**src/hw/rtl/hdu_pkg.sv**
```systemverilog
// ----------------------------------------------------------------------------
// hdu_pkg
// Types and constants shared by the half-duplex 8N1 serial port.
// ----------------------------------------------------------------------------
package hdu_pkg;

	// Widths of the payload fields
	localparam int unsigned KindW   = 2;
	localparam int unsigned ByteW   = 8;
	localparam int unsigned ModeW   = 3;
	localparam int unsigned CntW    = 4;
	localparam int unsigned InDataW  = 16;
	localparam int unsigned OutDataW = 16;

	// Register indexes on the configuration port
	localparam logic REG_BIT_PERIOD   = 1'b0;
	localparam logic REG_FIRST_SAMPLE = 1'b1;

	// Register reset values
	localparam logic [ByteW-1:0] BitPeriodRst   = 8'd104;
	localparam logic [ByteW-1:0] FirstSampleRst = 8'd147;

	// Data bits per frame
	localparam logic [CntW-1:0] DataBits = 4'd8;

	// Input beat kinds
	typedef enum logic [KindW-1:0] {
		KIND_TICK = 2'd0,
		KIND_SEND = 2'd1,
		KIND_TAKE = 2'd2
	} kind_t;

	// Port phase, also reported as mode
	typedef enum logic [ModeW-1:0] {
		PH_IDLE = 3'd0,
		PH_TX   = 3'd1,
		PH_STOP = 3'd2,
		PH_RX   = 3'd3,
		PH_PEND = 3'd4
	} phase_t;

	// One input item
	typedef struct packed {
		logic [KindW-1:0] kind;
		logic [ByteW-1:0] tx_byte;
		logic             rx_level;
	} item_t;

	// One result item
	typedef struct packed {
		logic [ModeW-1:0] mode;
		logic             accepted;
		logic             data_ready;
		logic [ByteW-1:0] rx_byte;
		logic             tx_level;
	} result_t;

endpackage

```
**src/hw/rtl/half_duplex_uart_top.sv**
```systemverilog
// Half-duplex 8N1 serial port. Every input beat is one item (a baud tick, a
// send request or a take of the received byte) and produces exactly one result
// beat showing the port state after that item. The block takes one item per
// clock cycle while the result side is not stalled; each item passes the input
// register, the combinational next-state logic and the result register before
// its result is valid. A stalled result register holds the input side only
// while the input register is full. The user must write configuration on the
// cfg port only while no item is in flight; the block does not enforce this.
// ----------------------------------------------------------------------------
// half_duplex_uart_top
// Input register, port core and result register with stream handshakes.
// ----------------------------------------------------------------------------
module half_duplex_uart_top (
	input  logic                            clk,
	input  logic                            arst_n,
	// Configuration write port
	input  logic                            cfg_we,
	input  logic                            cfg_index,
	input  logic [hdu_pkg::ByteW-1:0]       cfg_data,
	// Input stream
	input  logic                            s_tvalid,
	output logic                            s_tready,
	input  logic [hdu_pkg::InDataW-1:0]     s_tdata,  // tx_byte[7:0], rx_level[8], zero fill
	input  logic [hdu_pkg::KindW-1:0]       s_tuser,  // kind[1:0]
	// Result stream
	output logic                            m_tvalid,
	input  logic                            m_tready,
	output logic [hdu_pkg::OutDataW-1:0]    m_tdata   // tx_level[0], rx_byte[8:1],
	                                                  // data_ready[9], accepted[10],
	                                                  // mode[13:11], zero fill
);
	import hdu_pkg::*;

	logic    valid_s1, valid_s2;
	item_t   item_s1;
	result_t res, res_s2;
	logic    advance;

	// Stage 1 moves on when the result register is free or being drained
	assign advance  = valid_s1 && (!valid_s2 || m_tready);
	assign s_tready = !valid_s1 || advance;

	// Input register
	always_ff @(posedge clk or negedge arst_n) begin
		if (!arst_n) begin
			valid_s1 <= 1'b0;
		end else if (s_tready) begin
			valid_s1 <= s_tvalid;
		end
	end

	always_ff @(posedge clk) begin
		if (s_tvalid && s_tready) begin
			item_s1.kind     <= s_tuser;
			item_s1.tx_byte  <= s_tdata[ByteW-1:0];
			item_s1.rx_level <= s_tdata[ByteW];
		end
	end

	hdu_core u_core (
		.clk       (clk),
		.arst_n    (arst_n),
		.cfg_we    (cfg_we),
		.cfg_index (cfg_index),
		.cfg_data  (cfg_data),
		.fire      (advance),
		.item      (item_s1),
		.res       (res)
	);

	// Result register
	always_ff @(posedge clk or negedge arst_n) begin
		if (!arst_n) begin
			valid_s2 <= 1'b0;
		end else if (advance) begin
			valid_s2 <= 1'b1;
		end else if (m_tready) begin
			valid_s2 <= 1'b0;
		end
	end

	always_ff @(posedge clk) begin
		if (advance)
			res_s2 <= res;
	end

	assign m_tvalid = valid_s2;
	assign m_tdata  = {{(OutDataW - $bits(result_t)){1'b0}}, res_s2};

endmodule

```
**src/hw/rtl/hdu_core.sv**
```systemverilog
// ----------------------------------------------------------------------------
// hdu_core
// Port state, configuration registers and the combinational next-state logic.
// The result reflects the state after the item.
// ----------------------------------------------------------------------------
module hdu_core (
	input  logic                          clk,
	input  logic                          arst_n,
	input  logic                          cfg_we,
	input  logic                          cfg_index,
	input  logic [hdu_pkg::ByteW-1:0]     cfg_data,
	input  logic                          fire,
	input  hdu_pkg::item_t                item,
	output hdu_pkg::result_t              res
);
	import hdu_pkg::*;

	logic [ByteW-1:0] bit_period_q, first_sample_q;
	phase_t           phase_q, phase_d;
	logic [ByteW-1:0] tick_q, tick_d;
	logic [ByteW-1:0] tx_shift_q, tx_shift_d;
	logic [CntW-1:0]  tx_bits_q, tx_bits_d;
	logic [ByteW-1:0] rx_shift_q, rx_shift_d;
	logic [CntW-1:0]  rx_bits_q, rx_bits_d;
	logic             line_q, line_d;
	logic             prev_rx_q, prev_rx_d;
	logic             acc;

	logic [ByteW-1:0] period, last, tick_inc;
	logic             expire, fall;

	// Configuration registers
	always_ff @(posedge clk or negedge arst_n) begin
		if (!arst_n) begin
			bit_period_q   <= BitPeriodRst;
			first_sample_q <= FirstSampleRst;
		end else if (cfg_we) begin
			unique case (cfg_index)
				REG_BIT_PERIOD:   bit_period_q   <= cfg_data;
				REG_FIRST_SAMPLE: first_sample_q <= cfg_data;
				default: ;
			endcase
		end
	end

	// Period timer: a value of zero wraps and acts as 256 ticks
	always_comb begin
		period   = (phase_q == PH_RX && rx_bits_q == '0) ? first_sample_q : bit_period_q;
		last     = period - 8'd1;
		expire   = (tick_q == last);
		tick_inc = expire ? '0 : tick_q + 8'd1;
		fall     = prev_rx_q && !item.rx_level;
	end

	// Next state
	always_comb begin
		phase_d    = phase_q;
		tick_d     = tick_q;
		tx_shift_d = tx_shift_q;
		tx_bits_d  = tx_bits_q;
		rx_shift_d = rx_shift_q;
		rx_bits_d  = rx_bits_q;
		line_d     = line_q;
		prev_rx_d  = prev_rx_q;
		acc        = 1'b0;
		unique case (item.kind)
			KIND_TICK: begin
				unique case (phase_q)
					PH_IDLE, PH_PEND: ;
					PH_TX: begin
						tick_d = tick_inc;
						if (expire) begin
							if (tx_bits_q < DataBits) begin
								line_d     = tx_shift_q[0];
								tx_shift_d = {1'b0, tx_shift_q[ByteW-1:1]};
								tx_bits_d  = tx_bits_q + 4'd1;
							end else begin
								line_d  = 1'b1;
								phase_d = PH_STOP;
							end
						end
					end
					PH_STOP: begin
						tick_d = tick_inc;
						if (expire)
							phase_d = PH_IDLE;
					end
					PH_RX: begin
						tick_d = tick_inc;
						if (expire) begin
							if (rx_bits_q < DataBits) begin
								rx_bits_d  = rx_bits_q + 4'd1;
								rx_shift_d = {item.rx_level, rx_shift_q[ByteW-1:1]};
							end else begin
								phase_d = PH_PEND;
							end
						end
					end
					default: phase_d = PH_IDLE;
				endcase
				// Falling edge outside reception restarts the receiver
				if (fall && phase_q != PH_RX) begin
					phase_d   = PH_RX;
					tick_d    = '0;
					rx_bits_d = '0;
					line_d    = 1'b1;
				end
				prev_rx_d = item.rx_level;
			end
			KIND_SEND: begin
				if (phase_q == PH_IDLE) begin
					phase_d    = PH_TX;
					tx_shift_d = item.tx_byte;
					tx_bits_d  = '0;
					tick_d     = '0;
					line_d     = 1'b0;
					acc        = 1'b1;
				end
			end
			KIND_TAKE: begin
				if (phase_q == PH_PEND)
					phase_d = PH_IDLE;
			end
			default: ;
		endcase
	end

	// State registers
	always_ff @(posedge clk or negedge arst_n) begin
		if (!arst_n) begin
			phase_q    <= PH_IDLE;
			tick_q     <= '0;
			tx_shift_q <= '0;
			tx_bits_q  <= '0;
			rx_shift_q <= '0;
			rx_bits_q  <= '0;
			line_q     <= 1'b1;
			prev_rx_q  <= 1'b1;
		end else if (fire) begin
			phase_q    <= phase_d;
			tick_q     <= tick_d;
			tx_shift_q <= tx_shift_d;
			tx_bits_q  <= tx_bits_d;
			rx_shift_q <= rx_shift_d;
			rx_bits_q  <= rx_bits_d;
			line_q     <= line_d;
			prev_rx_q  <= prev_rx_d;
		end
	end

	// Result after this item
	always_comb begin
		res.tx_level   = line_d;
		res.rx_byte    = rx_shift_d;
		res.data_ready = (phase_d == PH_PEND);
		res.accepted   = acc;
		res.mode       = phase_d;
	end

	// Checks
	a_accept_starts_tx: assert property (@(posedge clk) disable iff (!arst_n)
		fire && acc |=> phase_q == PH_TX && !line_q && tx_bits_q == '0)
		else $error("accepted send did not start a frame");
	a_tx_bits_range: assert property (@(posedge clk) disable iff (!arst_n)
		tx_bits_q <= DataBits)
		else $error("transmit bit count out of range");
	a_rx_bits_range: assert property (@(posedge clk) disable iff (!arst_n)
		rx_bits_q <= DataBits)
		else $error("receive bit count out of range");
	a_hold_when_idle: assert property (@(posedge clk) disable iff (!arst_n)
		!fire |=> $stable(phase_q) && $stable(tick_q) && $stable(prev_rx_q))
		else $error("state moved without an item");

endmodule
```
**config.mk**
```make
export PLATFORM = sky130hd
export DESIGN_NAME = half_duplex_uart_top
export DESIGN_NICKNAME = d
export VERILOG_FILES = /design/src/hw/rtl/hdu_pkg.sv /design/src/hw/rtl/half_duplex_uart_top.sv /design/src/hw/rtl/hdu_core.sv
export SDC_FILE = /design/constraint.sdc
export NUM_CORES = 1
export LEC_CHECK = 0
export ABC_AREA = 1
export BUFFER_PORTS_ARGS = -buffer_cell sky130_fd_sc_hd__clkbuf_2
export CORE_MARGIN = 2
export CORE_UTILIZATION = 40
export DETAILED_ROUTE_END_ITERATION = 12
export PLACE_DENSITY = 0.68
export SYNTH_ARGS = -nofsm -noshare
export SYNTH_HDL_FRONTEND = slang
export SYNTH_SLANG_ARGS = --single-unit
```
**constraint.sdc**
```tcl
create_clock -name clk -period 3.6 [get_ports clk]
set_input_delay 0.9 -clock clk [delete_from_list [all_inputs] [get_ports clk]]
set_output_delay 0.9 -clock clk [all_outputs]
set_load 0.005 [all_outputs]
```
==> results.md, run 1 <==
* Final Hold Slack at 0.492 ns
* Worst Tran Pin Value at approximately 1 ns
* Total power draw at between 3 and 4 mW
* Number of synthesized register bits at 80
* Tmin final at between 3 and 4 ns
* CTS Hold Bufs at 0
* Required @ worst endpoint at about 3.7 ns
* # IOs at 50
* Worst min path class: flop to flop
* Clock sinks at 80
* DR WL met2 at around 3.5 mm
* Yosys cell types at 49
* Syn avg cell area at approximately 8.8 sq um
* First-pass GRT wire length at around 13 mm
* CTS resizes at 0
* Drt drc at 0
* Final max-slew violation count at 0
* Vias in the first global route at roughly 3000
* Worst-skew pair later-pin latency at approximately 0.37 ns
* Maximum buffer depth of the clock tree at 2
* 1st-iter DRT viols at ~140
* Initial Util at about 41%
* PD cells at between 600 and 700 nW/um^2
* FILL cells at just over 1000
* Nets@finish at ~560
* Max Clock Skew at about 0.014 ns
* Area growth syn-to-layout at 13.2%
* Global Route Usage Sum at between 10% and 20%
* Diodes inserted at 0
* Max Cap Violations at 0
* Drt first pass iters at 4
* Num rows at 37
* Worst Setup End Kind: flop
* Post-synthesis sequential area ratio at between 50% and 60%
* Post-synth ARST share at between 60% and 70%
* Unrepaired setup endpoints after global routing: false
* DP Area at 4480 sq um
* Outcome: finished clean
* Final period utilization at approximately 90%
* DR WL/cell at 11.2 um
* Top cells by area, synth: dfrtp_1, edfxtp_1, nand2_1, inv_1, dfstp_2
* H-tree depth at 3
* Worst relative slew slack at between 30% and 40%
* WP data arrival at roughly 3.4 ns
* Final WL at about 7.4 mm
* Maximum VDD drop at roughly 0.0003 V
* Leakage at about 2.2 nW
* Synth top cells by count: nand2_1, inv_1, dfrtp_1
* Max Clock Freq at between 300 and 400 MHz
* Largest net degree at the start of global routing at 40
* Largest stage delay on the critical path at roughly 0.39 ns
* Yosys top cell area share at about 28%
* Layout cells sized above 1 at a little over a fifth
* Detail Route Antenna Nets at 0
* Mapped Area at approximately 4100 sq um
* Total number of vias at roughly 3100
* Startpoint Class: flop
* Clk slew on worst S/H paths at 0.10 ns
* CP cell instances: inv_1 -> ha_1 -> inv_1 -> nor2_8 -> nand2_4 -> nand2_1 -> nand2_2 -> ha_1 -> xor2_1 -> xnor2_1 -> nor2_1 -> nand2_1 -> clkinv_1 -> nand2_1 -> nor2_4 -> nand2_4 -> nor2_1 -> nand2_1 -> nand2_1 -> nor3_1 -> nor2_1 -> nor2_1
* Top Family by Delay on Critical Path: simple AND/OR/NAND/NOR gates
* I/O Buffers at 40
* Non-filler instance count after layout at between 600 and 700
* Grt total ovfl at 0
* Synth warn at 0
* Post-CTS setup buffers at 0
* Die footprint at 11200 sq um
* Setup CP Type: flop to flop
* Vert. Die Dim at 106 um
* CP dominant cell by count: nand2_1
* Final instance area at approximately 4700 sq um
* Post-Synthesis Cells at approximately 470
* Wl on met1 at 3.42 mm
* DP Cell Count at roughly 640
* Die W at approximately 110 um
* Wire length on met3 at 351 um
* Yosys top cell by area: dfrtp_1
* Dominant cell by count in the synthesized netlist: nand2_1
* Post-synth EDFFs at 25
* Post-DP HPWL at around 5.4 mm
* CTS tree: done
* R2R setup slack at ~0.36 ns
* Antenna violations before repair at 0
* Core area at a little over 10000 sq um
* Final setup TNS at 0 ns
* Worst path slowest cell: dfrtp_1
* GP Congestion at between 0.8 and 0.9
* Fin. Hold Viols at 0
* Primary FF master, synth: dfrtp_1
* Highest routed layer: met4
* Clk root buf: clkbuf_8
* CP Max Fanout at 10
* TritonCTS Buffers at 9
* Setup-failing EPs final at 0
* Vias per cell at about 4.7
* Worst path bufs/invs at 3
kinds of logic (layout without fill, tap and decap cells):
kind of cell               after synthesis  count (layout)  share of synthesized area (%)
adders and majority gates                5               5                           1.51
other                                    1               2                         0.0905
AOI/OAI and AO/OA                       74              74                           10.6
xor gates and xnor gates                10              10                           2.11
DFF                                     80              80                           51.6
and+or+nand+nor                        218             218                           25.3
buffers and inverters                   85             135                           8.67
metal layers:
metal / up-vias / GRT usage, %
met5: - / 0
met2: 60 / 24.5
met1: 1450 / 18.6
met4: 0 / 4.51
met3: 11 / 3.96
li1: 1608 / -
layout by cell type, fill, tap and decap left out, types with 6 or more instances in the layout:
cell type,synthesis,routed
clkbuf_2,0,40
inv_2,7,7
nand2_2,9,9
o22ai_1,6,6
nand3_1,27,27
clkbuf_8,0,9
nor3_1,7,7
o21ai_0,29,29
nor2_1,29,29
xor2_1,8,8
a21oi_1,8,8
o21ai_1,11,11
edfxtp_1,25,25
dfstp_2,9,9
nand2_1,122,122
inv_1,65,65
dfrtp_1,46,46
worst reg2reg max path: cells and delay by family (launching register included):
family / cells / cell delay [ns]
buf+inv: 3 / 0.25
flops: 1 / 0.39
simple gates: 15 / 1.60
fa+ha+maj: 2 / 0.44
xor+xnor: 2 / 0.31
flip-flops by register name, indices dropped and copies added, names as in the netlist:
register / cells
u_core.phase_q: 3
u_core.tx_bits_q: 4
u_core.rx_bits_q: 4
u_core.bit_period_q: 8
u_core.first_sample_q: 8
m_tvalid: 1
u_core.tick_q: 8
m_tdata: 14
u_core.line_q: 1
u_core.tx_shift_q: 8
item_s1: 11
u_core.prev_rx_q: 1
u_core.rx_shift_q: 8
valid_s1: 1
area by class of cell:
class	instances	area (sq um)	area share, %
Multi-Input combinational cell	309	1650	35.2
Clock inverter	7	86.3	1.84
Tap cell	136	170	3.63
Inverter	74	283	6.03
Clock buffer	9	124	2.64
Sequential cell	80	2140	45.6
Timing Repair Buffer	45	238	5.07
worst paths after layout:
| check | cells past startpoint | end | startpoint |
|---|---|---|---|
| max in group asynchronous | 2 | u_core.line_q | arst_n |
| max | 22 | m_tdata[9] | u_core.rx_bits_q[0] |
| min | 2 | u_core.rx_shift_q[0] | u_core.rx_shift_q[0] |
| min reg2reg | 2 | u_core.rx_shift_q[0] | u_core.rx_shift_q[0] |
| max reg2reg | 22 | m_tdata[9] | u_core.rx_bits_q[0] |
| min in group asynchronous | 1 | u_core.rx_shift_q[4] | arst_n |
report_power, final:
part / switching, mW / leakage [nW] / internal, mW
Clock: 0.373 / 0.104 / 0.336
Sequential: 0.174 / 0.914 / 1.23
Combinational: 0.670 / 1.22 / 0.412
per-stage QoR:
stage               utilization [%]  setup WS (ns)
finish                         46.0          0.364
global placement               44.0          0.422
global route                   46.0         0.0412
detailed placement             44.0          0.372
floorplan                         -          0.739
CTS                            46.0          0.363
No activity file was read; power rests on OpenSTA's default activity.
==> run 2, diff against run 1 <==
PLACE_DENSITY = 0.71   (was 0.68)
clock period = 2.85 ns   (was 3.6 ns; I/O delays follow)
==> results.md, run 2 (same netlist as run 1, synthesis figures left out) <==
* Outcome: finished with violations
* Failing checks: negative setup slack
* Fin. Hold Viols at 0 (unchanged)
* PD cells at 857 nW/um^2 (+26%)
* Setup-failing EPs final at 1 (+1)
* Detail Route Antenna Nets at 0 (unchanged)
* Final WL at 8.29 mm (+12%)
* Maximum buffer depth of the clock tree at 2 (unchanged)
* Max Cap Violations at 0 (unchanged)
* Clock Power Share at 19.1% (-3.1 points)
* Worst-skew pair later-pin latency at 0.36 ns (about the same)
* Antenna violations before repair at 0 (unchanged)
* Drt drc at 0 (unchanged)
* Commonest non-fill, non-tap cell in the layout: nand2_1
* NetSw at 1.71 mW (+40%)
* WP data arrival at 2.97 ns (-0.39 ns)
* CTS tree: done
* Area growth syn-to-layout at 25.9%
* I/O Buffers at 40 (unchanged)
* Final Worst Setup Slack at -0.00509 ns (-0.369 ns)
* P_int at 2.76 mW (+40%)
* CP Max Fanout at 7 (-3)
* Required @ worst endpoint at 2.96 ns (-0.76 ns)
* Diodes inserted at 0 (unchanged)
* Die W at 106 um (unchanged)
* Setup Slack @ Placement at -0.136 ns (-0.508 ns)
* Grt total ovfl at 0 (unchanged)
* H-tree depth at 3 (unchanged)
* DR WL/cell at 12.0 um (+7.2%)
* GP Congestion at 0.832 (-0.14%)
* Vias per cell at 4.74 (about the same)
* Setup CP Type: flop to flop
* Core area at 10200 sq um (unchanged)
* Clock sinks at 80 (unchanged)
* Max Clock Skew at 0.0110 ns (-0.00307 ns)
* Clk slew on worst S/H paths at 0.08 ns (-0.02 ns)
* First-pass GRT wire length at 13.7 mm (+4.1%)
* Most frequent cells in the layout: nand2_1, inv_1, dfrtp_1, clkbuf_2, buf_4
* Nets@finish at 588 (+5.8%)
* Vert. Die Dim at 106 um (unchanged)
* Num rows at 37 (unchanged)
* Unrepaired setup endpoints after global routing: true
* Final period utilization at 100% (+10 points)
* Worst relative slew slack at 50.2% (+17 points)
* Gate power share at 40.6% (+6.8 points)
* Worst min path class: input pin to async pin
* Net Sw Frac at 38.2% (+0.12 points)
* Final instance area at 5220 sq um (+11%)
* 1st-iter DRT viols at 207 (+49%)
* Layout cells sized above 1 at 33.5% (+12 points)
* Post-DP HPWL at 5.67 mm (+4.7%)
* Initial Util at 40.7% (unchanged)
* Final setup TNS at -0.00509 ns (-0.00509 ns)
* Sequential share of power at 40.3% (-3.7 points)
* TritonCTS Buffers at 9 (unchanged)
* Largest net degree at the start of global routing at 34 (-15%)
* # IOs at 50 (unchanged)
* Worst Setup End Kind: flop
* Maximum VDD drop at 0.000326 V (+9.3%)
* Vias in the first global route at 3253 (+6.8%)
* Max Clock Freq at 350 MHz (+13%)
* Global Route Usage Sum at 14.8% (+0.17 points)
* Tmin final at 2.86 ns (-0.381 ns)
* Leakage at 2.45 nW (+9.2%)
* Clk root buf: clkbuf_8
* Drt first pass iters at 4 (unchanged)
* Final max-slew violation count at 0 (unchanged)
* Die footprint at 11200 sq um (unchanged)
* Startpoint Class: flop
* DP Area at 4660 sq um (+4.2%)
* Largest register FFs at 14 (unchanged)
* Final Hold Slack at 0.407 ns (-0.0848 ns)
* Total number of vias at 3282 (+4.9%)
* CTS Hold Bufs at 0 (unchanged)
* Worst Tran Pin Value at 0.747 ns (-0.250 ns)
-- run 2: repair_timing --
| action | 4_1_cts | 5_1_grt |
|---|---|---|
| gates cloned | 1 | 1 |
| endpoints found under the setup margin | 16 | 45 |
| resized for setup | 18 | 55 |
| hold endpoints to repair | 0 | 0 |
| pin swaps | 10 | 16 |
| buffers inserted | 4 | 6 |
-- run 2: power by group through the flow --
stage / registers (mW) / clock network (mW) / logic, mW
detailed placement: 1.78 / 0 / 1.56
global route: 1.84 / 0.927 / 2.03
floorplan: 1.75 / 0 / 1.11
CTS: 1.77 / 0.885 / 1.65
global placement: 1.77 / 0 / 1.49
finish: 1.80 / 0.855 / 1.82
-- run 2: per-stage QoR --
stage | util, % | power, mW | cells
2_1_floorplan | - | 2.86 | 474
3_3_place_gp | 45.8 | 3.27 | 664
3_5_place_dp | 45.8 | 3.34 | 664
4_1_cts | 48.7 | 4.30 | 685
5_1_grt | 51.2 | 4.80 | 692
6_report | 51.2 | 4.47 | 692
-- run 2: final cells by class --
type	instances	area, sq um
repair buffers	75	524
well taps	136	170
inverters	74	294
fillers	950	4970
repair inverters	1	5.00
clock buffers	9	124
multi-input cells	310	1880
flip-flops and latches	80	2140
clock inverters	7	76.3
-- run 2: final timing paths --
kind                                   startpoint                       end  slack (ns)  cells after the start
min in group clk           u_core.bit_period_q[7]    u_core.bit_period_q[7]        0.49                      2
hold reg to reg            u_core.bit_period_q[7]    u_core.bit_period_q[7]        0.49                      2
setup / recovery              u_core.rx_bits_q[0]                m_tdata[9]      -0.005                     21
hold / removal                             arst_n  u_core.first_sample_q[3]        0.41                      1
setup reg to reg              u_core.rx_bits_q[0]                m_tdata[9]      -0.005                     21
max in group asynchronous                  arst_n          u_core.prev_rx_q        1.76                      2
-- run 2: critical path: stages, from the launching register on --
cell	delay, ns
dfrtp_1	0.40
inv_2	0.09
ha_4	0.14
inv_4	0.04
nor2_8	0.13
nand3b_1	0.17
nand2_4	0.12
ha_4	0.20
xor2_1	0.14
nand3_1	0.08
nor2_1	0.12
nand2_1	0.08
clkinv_2	0.05
nand2_2	0.05
nor2_4	0.12
nand2_4	0.11
nor2_4	0.14
nand2_1	0.07
nand2_1	0.08
nor3_2	0.07
nor2_2	0.15
nor2_1	0.06
-- run 2: per-layer routing --
metal | track usage, % | vias to the layer above | routed length [um]
li1 | - | 1678 | -
met1 | 17.9 | 1548 | 3620
met2 | 26.4 | 49 | 4350
met3 | 3.34 | 7 | 227
met4 | 4.61 | 0 | 94
met5 | 0 | - | 0
==> run 3, diff against run 2 <==
ABC_AREA = not set   (was 1)
CTS_CLUSTER_DIAMETER = 40   (was not set)
==> results.md, run 3 <==
* Clk root buf: clkbuf_8
* Total number of vias at 2941 (-10%)
* PD cells at 656 nW/um^2 (-23%)
* Outcome: finished with violations
* Die W at 106 um (-0.10%)
* CP Max Fanout at 8 (+1)
* TritonCTS Buffers at 9 (unchanged)
* CP cell instances: inv_1 -> ha_2 -> or3b_1 -> a2111oi_1 -> a31oi_1 -> xnor2_1 -> and4_4 -> nand3_4 -> nor4_4 -> buf_6 -> mux2_2
* GP Congestion at 0.881 (+5.9%)
* Setup-failing EPs final at 9 (+8)
* Setup CP Type: flop to flop
* Final max-slew violation count at 0 (unchanged)
* FILL cells at 937 (-1.4%)
* Top Family by Delay on Critical Path: simple AND/OR/NAND/NOR gates
* Post-synth EDFFs at 25 (unchanged)
* Max Clock Freq at 345 MHz (-1.6%)
* Maximum VDD drop at 0.000408 V (+25%)
* Final setup TNS at -0.330 ns (-0.325 ns)
* Tmin final at 2.90 ns (+0.0453 ns)
* Clk slew on worst S/H paths at 0.08 ns (about the same)
* Post-synth ARST share at 68.8% (unchanged)
* Dominant cell by count in the synthesized netlist: mux2_2
* Diodes inserted at 0 (unchanged)
* Number of synthesized register bits at 80 (unchanged)
* Worst path slowest cell: or3b_1
* Worst Setup End Kind: flop
* Max Cap Violations at 0 (unchanged)
* Vias per cell at 5.16 (+8.8%)
* Yosys top cell by area: dfrtp_1
* Mapped Area at 4130 sq um (-0.21%)
* WP data arrival at 3.01 ns (+0.04 ns)
* DP Area at 4640 sq um (-0.48%)
* Max Clock Skew at 0.0141 ns (+0.00310 ns)
* Fin. Hold Viols at 0 (unchanged)
* Largest stage delay on the critical path at 0.39 ns (about the same)
* Worst path bufs/invs at 2 (-1)
* Final period utilization at 102% (+1.6 points)
* Largest register FFs at 14 (unchanged)
* Yosys cell types at 58 (+18%)
* Final WL at 8.05 mm (-3.0%)
* Synth warn at 0 (unchanged)
* Maximum buffer depth of the clock tree at 2 (unchanged)
* Synth top cells by count: mux2_2, dfrtp_1, nand2_1
* Yosys top cell area share at 27.9% (+0.059 points)
* Most frequent cells in the layout: dfrtp_1, mux2_2, clkbuf_2, buf_4, nand2_1
* Top cells by area, synth: dfrtp_1, edfxtp_1, mux2_2, dfstp_2, xnor2_1
* Post-Synthesis Cells at 360 (-24%)
* Global Route Usage Sum at 15.6% (+0.77 points)
* Grt total ovfl at 0 (unchanged)
* Clock sinks at 80 (unchanged)
* Vert. Die Dim at 106 um (-0.10%)
* Syn avg cell area at 11.5 sq um (+31%)
* Worst min path class: input pin to async pin
* Nets@finish at 466 (-21%)
* Unrepaired setup endpoints after global routing: true
* Vias in the first global route at 3016 (-7.3%)
* Failing checks: negative setup slack
* Post-synthesis sequential area ratio at 51.7% (+0.11 points)
* Die footprint at 11200 sq um (-0.21%)
* Layout cells sized above 1 at 38.7% (+5.3 points)
* Total power draw at 3.27 mW (-27%)
* CTS tree: done
* Detail Route Antenna Nets at 0 (unchanged)
* Drt drc at 0 (unchanged)
* Required @ worst endpoint at 2.96 ns (about the same)
* Worst relative slew slack at 50.0% (-0.18 points)
* I/O Buffers at 40 (unchanged)
* Area growth syn-to-layout at 20.4%
* Post-DP HPWL at 5.87 mm (+3.5%)
* Primary FF master, synth: dfrtp_1
* Final Worst Setup Slack at -0.0504 ns (-0.0453 ns)
* Final instance area at 4980 sq um (-4.6%)
* Worst-skew pair later-pin latency at 0.36 ns (about the same)
* First-pass GRT wire length at 13.9 mm (+1.5%)
* Startpoint Class: flop
* # IOs at 50 (unchanged)
* Num rows at 37 (unchanged)
* Leakage at 2.10 nW (-14%)
* Largest net degree at the start of global routing at 29 (-15%)
* Commonest non-fill, non-tap cell in the layout: dfrtp_1
* Initial Util at 40.6% (-0.086 points)
* H-tree depth at 3 (unchanged)
* Core area at 10200 sq um (unchanged)
* 1st-iter DRT viols at 129 (-38%)
* DR WL/cell at 14.1 um (+18%)
* Drt first pass iters at 4 (unchanged)
* R2R setup slack at -0.05 ns (-0.05 ns)
* Worst Tran Pin Value at 0.750 ns (+0.00277 ns)
* Antenna violations before repair at 0 (unchanged)
-- run 3: worst register-to-register path: cells and delay by family, from the launching register on --
family / cells / cell delay [ns]
XOR/XNOR: 1 / 0.17
AND/OR/NAND/NOR: 4 / 0.92
AO/OA/AOI/OAI: 2 / 0.45
buffers and inverters: 2 / 0.24
adder cells (fa/ha/maj): 1 / 0.17
multiplexers: 1 / 0.33
flip-flops: 1 / 0.38
-- run 3: cells by family after synthesis --
kind of cell | synth area share (%)
buf+inv | 2.75
compound gates | 8.02
fa+ha+maj | 1.51
flops | 51.7
mux | 15.6
xor+xnor | 3.60
simple gates | 16.7
other cells | 0.0907
-- run 3: area by class of cell --
| type | count | area (sq um) | area share (%) |
|---|---|---|---|
| Clock buffer | 10 | 128 | 2.56 |
| Clock inverter | 6 | 92.6 | 1.86 |
| Inverter | 8 | 30.0 | 0.603 |
| Multi-Input combinational cell | 257 | 1960 | 39.4 |
| Sequential cell | 80 | 2140 | 43.0 |
| Tap cell | 136 | 170 | 3.42 |
| Timing Repair Buffer | 73 | 459 | 9.23 |
-- run 3: metal layers --
metal	wire length (um)	track usage, %	up-vias
li1	-	-	1437
met2	4040	26.0	60
met3	296	4.33	12
met5	0	0	-
met1	3570	19.6	1432
met4	144	5.26	0
-- run 3: metrics by stage --
stage,cells,hold slack [ns],worst slack (ns),util (%)
after floorplan,361,0.417,-0.355,-
after global placement,549,0.433,-0.213,45.6
after detailed placement,549,0.452,-0.238,45.6
after CTS,569,0.429,-0.142,48.2
after global routing,570,0.448,-0.180,48.9
final,570,0.408,-0.0504,48.9
-- run 3: power by group --
part | switching (mW) | internal (mW)
registers | 0.145 | 1.37
logic | 0.405 | 0.426
clock network | 0.416 | 0.499
-- run 3: repair_timing --
item                       4_1_cts  5_1_grt
setup endpoints to repair       34       42
resized for setup                8       17
hold buffers                     0        0
pin swaps                        2       10
setup buffers                    4        1
-- run 3: path summary, 6_finish.rpt --
check / to / depth (start not counted) / from
setup / recovery: m_tdata[1] / 11 / u_core.rx_bits_q[1]
hold / removal: u_core.tick_q[5] / 1 / arst_n
min in group clk: u_core.tx_shift_q[7] / 2 / item_s1[8]
setup reg to reg: m_tdata[1] / 11 / u_core.rx_bits_q[1]
hold reg to reg: u_core.tx_shift_q[7] / 2 / item_s1[8]
max in group asynchronous: u_core.line_q / 2 / arst_n
